[src/sv/slcd_pkg.sv]
package slcd_pkg;

  localparam int NIBBLE_COUNT = 10;
  localparam int NIBBLE_W     = 4;
  localparam int INDEX_W      = 4;
  localparam int CODE_W       = 8;
  localparam int CMD_W        = 2;
  localparam int NIB_IDX_W    = (NIBBLE_COUNT > 1) ? $clog2(NIBBLE_COUNT) : 1;

  localparam int IN_TDATA_W   = 24;
  localparam int OUT_TDATA_W  = 8;

  localparam logic [CMD_W-1:0] CMD_CODE  = 2'd0;
  localparam logic [CMD_W-1:0] CMD_WRITE = 2'd1;
  localparam logic [CMD_W-1:0] CMD_FLUSH = 2'd2;
  localparam logic [CMD_W-1:0] CMD_FILL  = 2'd3;

  localparam int HEAD_W   = 12;
  localparam int HCNT_W   = 4;
  localparam logic [2:0] MODE_CMD  = 3'b100;
  localparam logic [2:0] MODE_DATA = 3'b101;
  localparam logic [HCNT_W-1:0] CODE_FRAME_BITS = 4'd12;
  localparam logic [HCNT_W-1:0] DATA_HEAD_BITS  = 4'd9;

endpackage

[src/sv/slcd_nibble_store.sv]
module slcd_nibble_store (
  input  logic                          clk,
  input  logic                          rst,
  input  logic                          wr_en,
  input  logic [slcd_pkg::INDEX_W-1:0]  wr_index,
  input  logic [slcd_pkg::NIBBLE_W-1:0] wr_value,
  input  logic [slcd_pkg::NIBBLE_W-1:0] wr_mask,
  input  logic [slcd_pkg::NIB_IDX_W-1:0] rd_index,
  output logic [slcd_pkg::NIBBLE_W-1:0] rd_data
);
  import slcd_pkg::*;

  logic [NIBBLE_W-1:0] nibbles [NIBBLE_COUNT];
  logic                wr_hit;
  logic                rd_hit;

  assign wr_hit = wr_en && (wr_index < INDEX_W'(NIBBLE_COUNT));
  assign rd_hit = {1'b0, rd_index} < (NIB_IDX_W + 1)'(NIBBLE_COUNT);

  always_ff @(posedge clk) begin
    if (rst) begin
      for (int i = 0; i < NIBBLE_COUNT; i++) begin
        nibbles[i] <= '0;
      end
    end else if (wr_hit) begin
      nibbles[wr_index[NIB_IDX_W-1:0]] <=
        (nibbles[wr_index[NIB_IDX_W-1:0]] & ~wr_mask) | (wr_value & wr_mask);
    end
  end

  assign rd_data = rd_hit ? nibbles[rd_index] : '0;

endmodule

[src/sv/segment_lcd_serial_frame_writer.sv]
// The first bit of a frame is registered in the header state entered on accept; a sink
// stall can hold it. One serial bit per cycle from a single output register while the
// sink is ready; a flush or fill sends 49 bits, a controller code 12, a nibble write none.
// The bit sequencer handles one command at a time.
// Reset (rst, synchronous) clears the sequencer, the output valid flag and all nibbles.
module segment_lcd_serial_frame_writer (
  input  logic                             clk,
  input  logic                             rst,
  input  logic                             s_axis_tvalid,
  output logic                             s_axis_tready,
  // command_code[7:0], index[11:8], nibble_value[15:12], nibble_mask[19:16], zero fill
  input  logic [slcd_pkg::IN_TDATA_W-1:0]  s_axis_tdata,
  // command[1:0]
  input  logic [slcd_pkg::CMD_W-1:0]       s_axis_tuser,
  output logic                             m_axis_tvalid,
  input  logic                             m_axis_tready,
  // serial_bit[0], zero fill
  output logic [slcd_pkg::OUT_TDATA_W-1:0] m_axis_tdata,
  // frame_last
  output logic                             m_axis_tlast
);
  import slcd_pkg::*;

  localparam logic [1:0] ST_IDLE = 2'd0;
  localparam logic [1:0] ST_HEAD = 2'd1;
  localparam logic [1:0] ST_DATA = 2'd2;

  logic [1:0]           state;
  logic [HEAD_W-1:0]    head_sr;
  logic [HCNT_W-1:0]    head_cnt;
  logic                 data_frame;
  logic                 fill;
  logic [NIBBLE_W-1:0]  fill_value;
  logic [NIBBLE_W-1:0]  nib_sr;
  logic [1:0]           bit_cnt;
  logic [NIB_IDX_W-1:0] nib_idx;
  logic                 out_valid;
  logic                 out_bit;
  logic                 out_last;

  logic                 in_take;
  logic                 advance;
  logic [CMD_W-1:0]     command;
  logic [CODE_W-1:0]    command_code;
  logic [INDEX_W-1:0]   index;
  logic [NIBBLE_W-1:0]  nibble_value;
  logic [NIBBLE_W-1:0]  nibble_mask;
  logic [NIB_IDX_W-1:0] rd_index;
  logic [NIBBLE_W-1:0]  rd_data;
  logic [NIBBLE_W-1:0]  next_nibble;

  assign command      = s_axis_tuser;
  assign command_code = s_axis_tdata[7:0];
  assign index        = s_axis_tdata[11:8];
  assign nibble_value = s_axis_tdata[15:12];
  assign nibble_mask  = s_axis_tdata[19:16];

  assign s_axis_tready = (state == ST_IDLE);
  assign in_take       = s_axis_tvalid && s_axis_tready;
  assign advance       = (state != ST_IDLE) && (!out_valid || m_axis_tready);

  assign rd_index    = (state == ST_HEAD) ? '0 : nib_idx + NIB_IDX_W'(1);
  assign next_nibble = fill ? fill_value : rd_data;

  slcd_nibble_store u_store (
    .clk      (clk),
    .rst      (rst),
    .wr_en    (in_take && (command == CMD_WRITE)),
    .wr_index (index),
    .wr_value (nibble_value),
    .wr_mask  (nibble_mask),
    .rd_index (rd_index),
    .rd_data  (rd_data)
  );

  always_ff @(posedge clk) begin
    if (rst) begin
      state     <= ST_IDLE;
      out_valid <= 1'b0;
      head_cnt  <= '0;
      bit_cnt   <= '0;
      nib_idx   <= '0;
    end else begin
      if (out_valid && m_axis_tready && !advance) begin
        out_valid <= 1'b0;
      end
      case (state)
        ST_IDLE: begin
          if (in_take) begin
            fill       <= (command == CMD_FILL);
            fill_value <= nibble_value;
            case (command)
              CMD_CODE: begin
                head_sr    <= {MODE_CMD, command_code, 1'b0};
                head_cnt   <= CODE_FRAME_BITS;
                data_frame <= 1'b0;
                state      <= ST_HEAD;
              end
              CMD_FLUSH, CMD_FILL: begin
                head_sr    <= {MODE_DATA, 9'b0};
                head_cnt   <= DATA_HEAD_BITS;
                data_frame <= 1'b1;
                state      <= ST_HEAD;
              end
              default: begin
                state <= ST_IDLE;
              end
            endcase
          end
        end
        ST_HEAD: begin
          if (advance) begin
            out_valid <= 1'b1;
            out_bit   <= head_sr[HEAD_W-1];
            head_sr   <= {head_sr[HEAD_W-2:0], 1'b0};
            head_cnt  <= head_cnt - HCNT_W'(1);
            out_last  <= (head_cnt == HCNT_W'(1)) && !data_frame;
            if (head_cnt == HCNT_W'(1)) begin
              if (data_frame) begin
                nib_idx <= '0;
                bit_cnt <= '0;
                nib_sr  <= next_nibble;
                state   <= ST_DATA;
              end else begin
                state <= ST_IDLE;
              end
            end
          end
        end
        ST_DATA: begin
          if (advance) begin
            out_valid <= 1'b1;
            out_bit   <= nib_sr[0];
            bit_cnt   <= bit_cnt + 2'd1;
            out_last  <= (bit_cnt == 2'd3) && (nib_idx == NIB_IDX_W'(NIBBLE_COUNT - 1));
            if (bit_cnt == 2'd3) begin
              if (nib_idx == NIB_IDX_W'(NIBBLE_COUNT - 1)) begin
                state  <= ST_IDLE;
                nib_sr <= {1'b0, nib_sr[NIBBLE_W-1:1]};
              end else begin
                nib_idx <= nib_idx + NIB_IDX_W'(1);
                nib_sr  <= next_nibble;
              end
            end else begin
              nib_sr <= {1'b0, nib_sr[NIBBLE_W-1:1]};
            end
          end
        end
        default: begin
          state <= ST_IDLE;
        end
      endcase
    end
  end

  assign m_axis_tvalid = out_valid;
  assign m_axis_tdata  = {{(OUT_TDATA_W - 1){1'b0}}, out_bit};
  assign m_axis_tlast  = out_last;

`ifndef SYNTH
  a_head_count: assert property (@(posedge clk) disable iff (rst)
    (state == ST_HEAD) |-> (head_cnt != '0))
    else $error("header phase with no bits left");

  a_flush_start: assert property (@(posedge clk) disable iff (rst)
    (in_take && (command == CMD_FLUSH || command == CMD_FILL))
      |=> (state == ST_HEAD && head_cnt == DATA_HEAD_BITS && data_frame))
    else $error("data frame did not start with its header");

  a_write_silent: assert property (@(posedge clk) disable iff (rst)
    (in_take && command == CMD_WRITE) |=> (state == ST_IDLE))
    else $error("nibble write left the idle state");

  a_nib_range: assert property (@(posedge clk) disable iff (rst)
    (state == ST_DATA) |-> ({1'b0, nib_idx} < (NIB_IDX_W + 1)'(NIBBLE_COUNT)))
    else $error("nibble index beyond buffer");

  a_last_ends: assert property (@(posedge clk) disable iff (rst)
    (out_valid && out_last) |-> (state != ST_DATA))
    else $error("frame end marked while data still being sent");
`endif

endmodule

[config.mk]
export PLATFORM = sky130hd
export DESIGN_NAME = segment_lcd_serial_frame_writer
export DESIGN_NICKNAME = d
export VERILOG_FILES = /design/src/sv/slcd_pkg.sv /design/src/sv/slcd_nibble_store.sv /design/src/sv/segment_lcd_serial_frame_writer.sv
export SDC_FILE = /design/constraint.sdc
export NUM_CORES = 1
export LEC_CHECK = 0
export BUFFER_PORTS_ARGS = -buffer_cell sky130_fd_sc_hd__buf_2
export CAP_MARGIN = 20
export CORE_ASPECT_RATIO = 0.8
export CORE_MARGIN = 3
export CORE_UTILIZATION = 67
export CTS_BUF_LIST = sky130_fd_sc_hd__clkbuf_4
export DETAILED_ROUTE_END_ITERATION = 10
export MAX_ROUTING_LAYER = met4
export PLACE_DENSITY = 0.91
export SYNTH_ARGS = -nofsm -noshare
export SYNTH_HDL_FRONTEND = slang
export SYNTH_SLANG_ARGS = --single-unit
[constraint.sdc]
create_clock -name clk -period 6.65 [get_ports clk]
set_input_delay 1.33 -clock clk [delete_from_list [all_inputs] [get_ports clk]]
set_output_delay 1.33 -clock clk [all_outputs]
set_load 0.03 [all_outputs]
Yosys cells after proc, flatten, opt, wreduce, memory -nomap -nowiden:

Memories as Yosys holds them, arrays and structs flattened.
Cells that the tools add are included.

* $add $sub $neg: 3
* reduce and logical (&&, ||, !) cells: 31
* equal/unequal tests: 17
* multiplexer cells: 57
* bitwise logic cells: 5
* $lt $le $gt $ge: 2

Operator list (number)
* $mux 4: 19
* $pmux 12 s2: 2
* $pmux 4 s2: 4
* $mux 12: 2
* $mux 2: 11
* $mux 1: 14
* $ne 2x2->1 const B: 6
* $reduce_and 4->1: 3
* $reduce_and 6->1: 2
* $reduce_and 5->1: 2
* $and 4x4->4: 2
* $eq 2x2->1 const B: 4
* $logic_and 1x1->1: 8
* $lt 4x4->1 const B: 2
* $reduce_bool 2->1: 4
* $reduce_and 7->1: 1
* $pmux 1 s2: 3
* $pmux 2 s3: 1
* $add 4x1->4 const B: 1
* $eq 2x1->1 const B: 2
* $eq 4x1->1 const B: 1
* $eq 4x4->1 const B: 1
* $logic_not 2->1: 2
* $ne 2x1->1 const B: 2
* 13 further kinds: 16

* logic and storage cells: 128
* input bits: 30
* bits in registers: 37
* memories kept: 1
* memory bits (writable): 40
* output and inout bits: 11

Memories
* u_store.nibbles: depth 10, width 4, read ports 2, clocked after memory_dff 0, write ports 10, line slcd_nibble_store.sv:13 `logic [NIBBLE_W-1:0] nibbles [NIBBLE_COUNT];`

Depth between registers and ports, before layout:

* depth after elaboration: 9
* mapped depth: 9
* depth with buffers taken out: 7

Hierarchy:

Synthesis repeated with hierarchy kept, for this count alone.

* cell total of the unflattened synthesis: 402
* area, all modules: 4677.0 µm²

Modules (own cells, without submodules)
* slcd_nibble_store: area each 2772.7 µm², seq. area each 1441.4 µm², times used 1, cells each 217
* segment_lcd_serial_frame_writer: area each 1904.3 µm², seq. area each 950.9 µm², times used 1, cells each 185

Worst setup path after synthesis:

No wires, ideal clock.

* path type: input to register
* from: in s_axis_tdata[9] in the netlist's numbering
* to: mem u_store.nibbles[10][2], data pin
* setup time: 0.285 ns
* setup slack: 3.751 ns
* path buffers: 1
* data required time: 6.365 ns
* stages: 5
* arrival: 2.614 ns
* cells stage by stage: buf_2 mux4_2 o22a_1 o211ai_2 nor2_1

RTL lines
* from (decl): line segment_lcd_serial_frame_writer.sv:12 `input logic [slcd_pkg::IN_TDATA_W-1:0] s_axis_tdata,`
* to (decl): line slcd_nibble_store.sv:13

==> results.sh <==
export IMPL_status="finished, final reports clean"
export IMPL_leakagePower_nw=2.15
export IMPL_row_count=28
export IMPL_die_height_um=84.9
export IMPL_drive_gt1_share_pct=18.5
export IMPL_drc=0
export IMPL_coreArea_um2=7460
export IMPL_ios=41
export IMPL_post_route_period_util_pct=48.1
export IMPL_grt_pass1_wl_mm=18.8
export IMPL_r2r_start="nib_idx[0]"
export IMPL_ant_nets=0
export IMPL_end_kind="register"
export IMPL_tightest_slew_ns=1.04
export IMPL_nNetsFinal=519
export IMPL_first_pass_iters=5
export IMPL_synth_flop_cell="edfxtp_1"
export IMPL_reg2reg_depth=6
export IMPL_yosysSeqAreaShare_pct=55.2
export IMPL_tns_ns=0
export IMPL_placed_area_um2=5410
export IMPL_via_per_inst=6.18
export IMPL_htreeDepth=3
export IMPL_critPathArrivalTime_ns=3.37
export IMPL_drv_slew=0
export IMPL_max_freq_mhz=313
export IMPL_hold_class="reg2reg"
export IMPL_period_needed_ns=3.20
export IMPL_dieArea_um2=8870
export IMPL_antennaDiodeCount=0
export IMPL_slew_limit_headroom_pct=30.4
export IMPL_cp_required_ns=6.82
export IMPL_layout_common_cells="edfxtp_1, nor2_1, nand2_1"
export IMPL_stdcell_area_um2=5560
export IMPL_grt_max_degree=35
export IMPL_numClockSinks=100
export IMPL_die_w_um=105
export IMPL_synth_edf_count=87
export IMPL_ctsResizeCount=0
export IMPL_antenna_found_initial=0
export IMPL_final_common_cell="edfxtp_1"
export IMPL_crit_path_start="s_axis_tdata[8]"
export IMPL_hold_viol_final=0
export IMPL_setup_viol=0
export IMPL_postCtsHoldBufs=0
export IMPL_critPathKind="in2reg"
export IMPL_cellPowerDensity_nw_per_um2=227
export IMPL_hpwl_mm=8.44
export IMPL_worstHoldStart="head_sr[10]"
export IMPL_path_clk_slew_ns=0.16
export IMPL_routedWlPerCell_um=19.6
export IMPL_vias=3655
export IMPL_cts_tree="yes"
export IMPL_grt_usage_pct=28.4
export IMPL_start_util_pct=69.8
export IMPL_vdd_drop_max_mv=0.141
export IMPL_area_delta_synth_final_pct=6.68
export IMPL_synthesis_area_um2=5210
export IMPL_synth_warnings=0
export IMPL_ys_async_sr_fraction_pct=0
export IMPL_maxCapViolations=0
export IMPL_grt_overflow=0
export IMPL_grt_pass1_vias=3634
export IMPL_post_cts_buffers=0
export IMPL_port_buffer_count=29
export IMPL_numCtsBuffers=9
export IMPL_synth_cell_types=64
export IMPL_synth_seq_cells=100
export IMPL_clk_path_buf_depth=2
export IMPL_syn_instance_count=439
export IMPL_skew_ns=0.0249
export IMPL_cts_root_buf="clkbuf_4"
export IMPL_rsz0062_at_grt="false"
export IMPL_drt_initial_drc_count=399
export IMPL_worstPathMaxFanout=27
export IMPL_startpoint_type="primary input"
export IMPL_syn_avg_cell_area_um2=11.9
export IMPL_clk_latency_ns=0.47
export IMPL_hold_path_depth=1
export IMPL_gp_congestion=0.905
export IMPL_routed_wl_mm=11.6
==> where the power goes <==
part           switching [mW]  leakage (nW)  internal (mW)  total [mW]
logic                   0.135          1.10         0.0729       0.208
registers              0.0167         0.979          0.717       0.734
clock network           0.203        0.0780          0.119       0.322
==> flip-flops by register name (all words and copies together) (netlist names), 2 cells and up <==
signal / cells
head_sr: 11
head_cnt: 4
bit_cnt: 2
nib_sr: 4
fill_value: 4
nib_idx: 4
u_store.nibbles: 64
state: 2
==> per-stage QoR <==
stage                     std cells  worst slack (ns)  total power, mW  utilization [%]  hold WS, ns
after global placement          574              2.92            0.940             72.5        0.465
final                           591              3.45             1.26             74.5        0.494
after global routing            591              3.32             1.32             74.5        0.518
after floorplan                 469              3.75            0.904                -        0.446
after detailed placement        574              2.84            0.952             72.5        0.482
after CTS                       590              3.29             1.26             74.4        0.498
==> path summary, 6_finish.rpt <==
check                     endpoint  slack [ns]
max          u_store.nibbles[9][2]        3.45
min                    head_sr[11]        0.49
max reg2reg              nib_sr[2]        3.74
min reg2reg            head_sr[11]        0.49
==> cells by family after synthesis <==
kind of cell | after synthesis | share of synthesized area (%)
and+or+nand+nor | 157 | 14.8
AOI/OAI and AO/OA | 87 | 12.7
xor gates and xnor gates | 3 | 0.505
buffers and inverters | 43 | 4.66
DFF | 100 | 55.2
other | 1 | 0.0720
muxes | 40 | 10.2
adders and majority gates | 8 | 1.92
==> layout make-up <==
cell class | count | area (um^2)
clock buffers | 10 | 75.1
clock inverters | 6 | 65.1
fillers | 494 | 1910
inverters | 13 | 48.8
multi-input cells | 326 | 2210
flip-flops and latches | 100 | 2870
well taps | 105 | 131
repair buffers | 31 | 158
==> cell usage after synthesis, types with 10 or more instances <==
cell type,instances,area share [%]
mux2i_1,16,3.1
nand2b_1,10,1.2
dfxtp_1,13,5.0
edfxtp_1,87,50
nor2_1,56,4.0
inv_1,11,0.79
a21oi_1,15,1.4
mux2_2,15,3.2
o21ai_0,12,1.2
a22o_1,12,2.0
nand2_1,37,2.7
==> per-layer routing <==
metal  share of wire (%)  vias to the layer above  track usage, %
met4                 1.4                        0            7.15
met2                  47                      192            43.4
met1                  42                     1765            37.9
li1                    -                     1676               -
met3                 9.2                       22            8.67
met5                   0                        -               -
==> critical path, cell delays in order <==
cell,delay (ns)
buf_2,0.57
mux4_2,0.40
o22a_1,0.27
o211ai_2,0.53
nor2_1,0.26
Power figures use the tool's default switching activity.
